--- config.mk ---
export PLATFORM = sky130hd
export DESIGN_NAME = csma_drain
export DESIGN_NICKNAME = d
export VERILOG_FILES = /design/src/sv/csma_pkg.sv /design/src/sv/csma_drain.sv
export SDC_FILE = /design/constraint.sdc
export NUM_CORES = 2
export LEC_CHECK = 0
export ABC_AREA = 1
export BUFFER_PORTS_ARGS = -buffer_cell sky130_fd_sc_hd__buf_4
export CAP_MARGIN = 10
export CORE_AREA = 4 4 644 646
export DETAILED_ROUTE_END_ITERATION = 7
export DIE_AREA = 0 0 648 650
export PLACE_DENSITY = 0.35
export REMOVE_ABC_BUFFERS = 1
export SYNTH_ARGS = -nofsm -noshare
export SYNTH_HDL_FRONTEND = slang
export SYNTH_SLANG_ARGS = --single-unit
export TNS_END_PERCENT = 20
--- constraint.sdc ---
create_clock -name clk_i -period 35.2 [get_ports clk_i]
set_input_delay 1.76 -clock clk_i [delete_from_list [all_inputs] [get_ports clk_i]]
set_output_delay 1.76 -clock clk_i [all_outputs]
set_load 0.02 [all_outputs]
--- src/sv/csma_pkg.sv ---
// Shared types, constants and arithmetic helpers of the cross-spectral matrix accumulator.
`timescale 1ns / 1ps
`default_nettype none
package csma_pkg;

  localparam int unsigned SAMPLE_W = 16;
  localparam int unsigned SUM_W    = 48;
  localparam int unsigned SUBL     = 4;
  localparam int unsigned PAIRS    = SUBL * SUBL;
  localparam int unsigned PAIR_W   = $clog2(PAIRS);
  localparam int unsigned SUBL_W   = $clog2(SUBL);
  localparam int unsigned OBS      = 8;
  localparam int unsigned OBS_W    = 3;
  localparam int unsigned Q_POINTS = 512;
  localparam int unsigned Q_W      = 9;
  localparam int unsigned ADDR_W   = OBS_W + Q_W;
  localparam int unsigned DEPTH    = OBS * Q_POINTS;
  localparam int unsigned COUNT_W  = 16;
  localparam int unsigned PROD_W   = 2 * SAMPLE_W;
  localparam int unsigned PSUM_W   = PROD_W + 1;
  localparam int unsigned IN_DATA_W  = 144;
  localparam int unsigned IN_USER_W  = 4;
  localparam int unsigned OUT_DATA_W = 120;

  typedef enum logic {
    ACT_ACCUM = 1'b0,
    ACT_READ  = 1'b1
  } act_e;

  typedef logic signed [SAMPLE_W-1:0] sample_t;
  typedef sample_t [SUBL-1:0] sample_vec_t;
  typedef logic signed [PROD_W-1:0] prod_t;
  typedef logic signed [PSUM_W-1:0] psum_t;
  typedef psum_t [PAIRS-1:0] psum_vec_t;

  typedef struct packed {
    logic signed [SUM_W-1:0] im;
    logic signed [SUM_W-1:0] re;
  } csum_t;

  typedef csum_t [PAIRS-1:0] sum_vec_t;

  // Control that travels with an item down the pipeline.
  typedef struct packed {
    logic              vld;
    act_e              act;
    logic              flast;
    logic [ADDR_W-1:0] addr;
  } ctl_t;

  // Saturating add of a product term to a stored sum.
  function automatic logic signed [SUM_W-1:0] sat_add(input logic signed [SUM_W-1:0] s,
                                                      input psum_t p);
    logic signed [SUM_W:0] wide;
    logic signed [SUM_W-1:0] res;
    wide = (SUM_W+1)'(s) + (SUM_W+1)'(p);
    if (wide[SUM_W] != wide[SUM_W-1]) begin
      res = wide[SUM_W] ? {1'b1, {(SUM_W-1){1'b0}}} : {1'b0, {(SUM_W-1){1'b1}}};
    end else begin
      res = wide[SUM_W-1:0];
    end
    return res;
  endfunction

endpackage
`default_nettype wire

--- src/sv/csma_drain.sv ---
// Read-out buffer that sends the sixteen sums of one read as a stream of items.
`timescale 1ns / 1ps
`default_nettype none
module csma_drain
  import csma_pkg::*;
(
  input  wire logic               clk_i,
  input  wire logic               rst_ni,
  input  wire logic               load_i,
  input  wire sum_vec_t           sums_i,
  input  wire logic [COUNT_W-1:0] count_i,
  output logic                    busy_o,
  output logic                    valid_o,
  input  wire logic               ready_i,
  output logic [SUBL_W-1:0]       src_o,
  output logic [SUBL_W-1:0]       dst_o,
  output csum_t                   head_o,
  output logic [COUNT_W-1:0]      count_o,
  output logic                    last_o
);

  sum_vec_t buf_q, buf_d;
  logic [COUNT_W-1:0] count_q;
  logic [PAIR_W:0] left_q, left_d;
  logic [PAIR_W-1:0] pos;

  always_comb begin
    buf_d  = buf_q;
    left_d = left_q;
    if (load_i) begin
      buf_d  = sums_i;
      left_d = (PAIR_W+1)'(PAIRS);
    end else if (valid_o && ready_i) begin
      buf_d  = {csum_t'('0), buf_q[PAIRS-1:1]};
      left_d = left_q - 1'b1;
    end
  end

  always_ff @(posedge clk_i or negedge rst_ni) begin
    if (!rst_ni) begin
      left_q <= '0;
    end else begin
      left_q <= left_d;
    end
  end

  always_ff @(posedge clk_i) begin
    buf_q <= buf_d;
    if (load_i) begin
      count_q <= count_i;
    end
  end

  assign pos     = PAIR_W'((PAIR_W+1)'(PAIRS) - left_q);
  assign busy_o  = (left_q != '0);
  assign valid_o = busy_o;
  assign src_o   = pos[PAIR_W-1:SUBL_W];
  assign dst_o   = pos[SUBL_W-1:0];
  assign head_o  = buf_q[0];
  assign count_o = count_q;
  assign last_o  = (left_q == (PAIR_W+1)'(1));

endmodule
`default_nettype wire

### After elaboration in Yosys (flattened, before gate mapping)

Index checks and enable logic that the tools add are counted.

* input port bits: 1556
* word-level logic and storage cells: 44
* bits in registers: 1557
* output and inout port bits: 119

* mux-type cells: 4
* reductions and logical operators: 3
* eq/ne operators: 1
* $add $sub $neg: 2

Operators by type and width (count)
* 2-to-1 mux 1536 bit: 2
* 2-to-1 mux 5 bit: 2
* == test 5 x 1 -> 1 bit (second input constant): 1
* nonzero test 5 bit: 1
* subtractor 5 x 1 -> 5 bit (second input constant): 1
* subtractor 1 x 4 -> 4 bit (first input constant): 1
* nonzero test 2 bit: 1
* logical AND 1 bit: 1

### Depth between registers and ports, before layout

* word-level depth: 4
* gate-level depth with buffers: 7
* depth with buffers taken out: 6

### Worst setup path before layout

Ideal clock, no wire load.

* path kind: input to register
* from: input load_i
* to: register buf_q[1000] (netlist name) (enable)
* required time: 24.641 ns
* stages on the path: 5
* path slack: -2.475 ns
* library setup time: 10.559 ns
* path buffers: 3
* arrival time: 27.116 ns
* cell sequence: buf_4 -> inv_4 -> buf_6 -> buf_2 -> nand2_1

* longest elaborated chain between the ends: 1

RTL lines
* start: declaration: line csma_drain.sv:9 `input wire logic load_i,`
* nonzero test 2 bit (no line)
* end signal: assignment: line csma_drain.sv:48 `buf_q <= buf_d;`
* end: declaration: line csma_drain.sv:22 `sum_vec_t buf_q, buf_d;`

Every way passes these cells.
A chain may end at the register's enable or synchronous reset.

### Worst setup path after layout

* from: input load_i
* to: register buf_q[234] (netlist name) (enable)

The elaborated chain is that of the path after synthesis.

==> metrics <==
routed vias/inst=3.789; number of hold-repair buffers added at the cts stage=0; gr ovfl total=0; simple-gate portion of the synthesized area=0.2509; main combinational cell family by area after synthesis=simple AND/OR/NAND/NOR gates; max capacitance violation total=0; data arrival time of the worst path=6.20 ns; Period minus WS final=5.710 ns; combinational power share=0.117; Gate Count Post-Synth=6530; Antenna Violating Nets Remaining=0; worst min-delay path category=reg2reg; post-CTS repair timing setup buffer count=0; effective utilization at floorplan=0.1624; DR WL/cell=26.05 microns; setup repair after global routing missed its margin=false; total number of H-tree levels=4; pins over their slew limit=0; maximum number of pins on one net before global-route repair=191; power per cell area=56.29 nW/um^2; Hold Slack=0.4771 ns; fraction of the mapped netlist area in adder cells=0.0003768; number of synthesis warnings=0; buffer cell driving the clock tree root=sky130_fd_sc_hd__clkbuf_16; number of gates given a new drive strength after cts=0; clock network power share=0.406; FMAX=175.1 MHz; count of port buffers added during placement=1674; initial antenna violation count=203; switch share=0.2681; floorplan die area=421200 sq um; result of the run=finished, final reports clean; synthesis-stage register bit count=1557; Worst Clk Skew=0.05437 ns; row cnt=235; latest clock arrival within the worst-skew pair=0.89 ns; final WL=357300 microns; wire length of the first global-routing pass=466400 microns; compound-cell area share of the yosys netlist=0.0002261; total of endpoints with negative setup slack in the final report=0; final worst path period share=0.1622; highest net fanout along the worst path=93; synthesized-area fraction occupied by xor and xnor cells=0.0001319; sequential power share=0.478; layout net count=9598; Startpoint Class=input pin; horizontal die dimension=648 microns; clock tree from TritonCTS=built; DRC viols=0; routability cong.=0.8696; worst voltage drop across the vdd grid=0.03426 mV; iteration count of the initial detailed-routing pass=6; number of clock buffers inserted by TritonCTS=202; CP endpoint kind=flop; Int Pwr=3.720 mW; Final Hold Vio Count=0; Static Leak=41.32 nW; average size of a mapped cell=10.17 sq um; Via Count=51970; total net switching power=1.363 mW; number of sinks handled by clock tree synthesis=1557; commonest non-fill, non-tap cell in the layout=sky130_fd_sc_hd__nand2_1; cell area after synthesis=66420 sq um; Placeable Area=409000 sq um; number of DRC markers after the initial detailed-route iteration=5284; number of I/O pins=1675; Area Overhead vs Synth=35.94%; post-CTS clock slew at the launch and capture registers of the worst setup and hold paths=0.06 ns; transition time at the pin with the least slew margin=1.212 ns; type of the setup path with the least slack=in2reg; summed negative setup slack over all endpoints=0 ns; commonest cells after routing, fill and taps aside=4424 x sky130_fd_sc_hd__nand2_1, 1728 x sky130_fd_sc_hd__buf_4, 1552 x sky130_fd_sc_hd__edfxtp_1; CP Data Required Time=35.69 ns; number of global-route vias before repair=52050; worst-case clock buffer depth=4; overall routing resource usage=0.1623; proportion of synthesized area in mux cells=0; distinct cell type count of the synthesized netlist=15; overall power=5.082 mW; sequential cell area fraction in the yosys report=0.7036; Rel. slew slack=0.1923; filler cell count=44910; total half-perimeter wirelength after legalization and detailed placement=281500 microns; die height=650 microns; share of post-route cells with drive strength above 1=0.2453
## power by group through the flow
stage	clock network, mW	logic [mW]	registers (mW)
global route	2.20	0.654	2.45
detailed placement	0	0.602	2.47
CTS	2.14	0.604	2.43
finish	2.06	0.592	2.43
global placement	0	0.600	2.47
floorplan	0	0.237	2.65
## final timing paths
kind                         endpoint  cells past startpoint  slack, ns        from
setup / recovery           buf_q[234]                      7      29.49      load_i
hold / removal             buf_q[280]                      2       0.48  buf_q[376]
setup reg to reg           buf_q[234]                      9      29.65   left_q[0]
hold reg to reg            buf_q[280]                      2       0.48  buf_q[376]
max in group asynchronous   left_q[1]                      1      34.42      rst_ni
min in group asynchronous   left_q[4]                      1       0.66      rst_ni
## registers in the layout (all words and copies together), names as in the netlist
| name | cells |
|---|---|
| count_o | 16 |
| buf_q | 1440 |
| left_q | 5 |
| head_o | 96 |
## cells in the mapped netlist
cell type,number,share of area
sky130_fd_sc_hd__nand4_1,1,0.000094
sky130_fd_sc_hd__inv_1,100,0.0057
sky130_fd_sc_hd__buf_6,5,0.00085
sky130_fd_sc_hd__inv_4,1,0.000094
sky130_fd_sc_hd__dfrtp_1,5,0.0019
sky130_fd_sc_hd__clkbuf_1,27,0.0015
sky130_fd_sc_hd__nand2_1,4425,0.25
sky130_fd_sc_hd__buf_2,218,0.016
sky130_fd_sc_hd__o21ai_0,3,0.00023
sky130_fd_sc_hd__nor2_1,3,0.00017
sky130_fd_sc_hd__nand3_1,8,0.00060
sky130_fd_sc_hd__xnor2_1,1,0.00013
sky130_fd_sc_hd__ha_1,2,0.00038
sky130_fd_sc_hd__edfxtp_1,1552,0.70
sky130_fd_sc_hd__buf_4,179,0.020
## final cells by class
cell class | instances | area [sq um] | area share
Sequential cell | 1557 | 46730 | 0.5176
Antenna cell | 79 | 197.7 | 0.002190
Tap cell | 5451 | 6820 | 0.07554
Inverter | 101 | 395.4 | 0.004379
Clock inverter | 111 | 1084 | 0.01200
Clock buffer | 240 | 5219 | 0.05780
Timing Repair Buffer | 1735 | 13120 | 0.1453
Multi-Input combinational cell | 4443 | 16720 | 0.1852
## cell families (layout without fill, tap and decap cells)
logic type,count (synthesis),in the layout
flops,1557,1557
compound gates,3,3
buf+inv,530,2187
simple gates,4437,4437
fa+ha+maj,2,2
xor+xnor,1,1
other cells,0,79
## critical path, cell delays in order
cell and delay, ns:
sky130_fd_sc_hd__buf_16 0.25, sky130_fd_sc_hd__inv_16 0.21, sky130_fd_sc_hd__nand2_4 0.58, sky130_fd_sc_hd__buf_4 0.56
sky130_fd_sc_hd__buf_4 0.78, sky130_fd_sc_hd__buf_4 0.68, sky130_fd_sc_hd__buf_4 0.97
## per-layer routing
layer / wire [microns] / vias to the layer above / global-route usage
li1: - / 23980 / -
met1: 168100 / 25600 / 0.2366
met2: 155000 / 1893 / 0.2418
met3: 24450 / 451 / 0.03299
met4: 9461 / 38 / 0.04346
met5: 226 / - / 0
## metrics by stage
stage	util	worst slack, ns	cell area (sq um)	cells
floorplan	-	-36.37	63830	6101
global placement	0.2049	28.50	83790	13290
detailed placement	0.2049	28.39	83790	13290
CTS	0.2203	29.42	90090	13640
global route	0.2205	29.18	90160	13670
finish	0.2208	29.49	90290	13720
No activity file was read; power rests on OpenSTA's default activity.
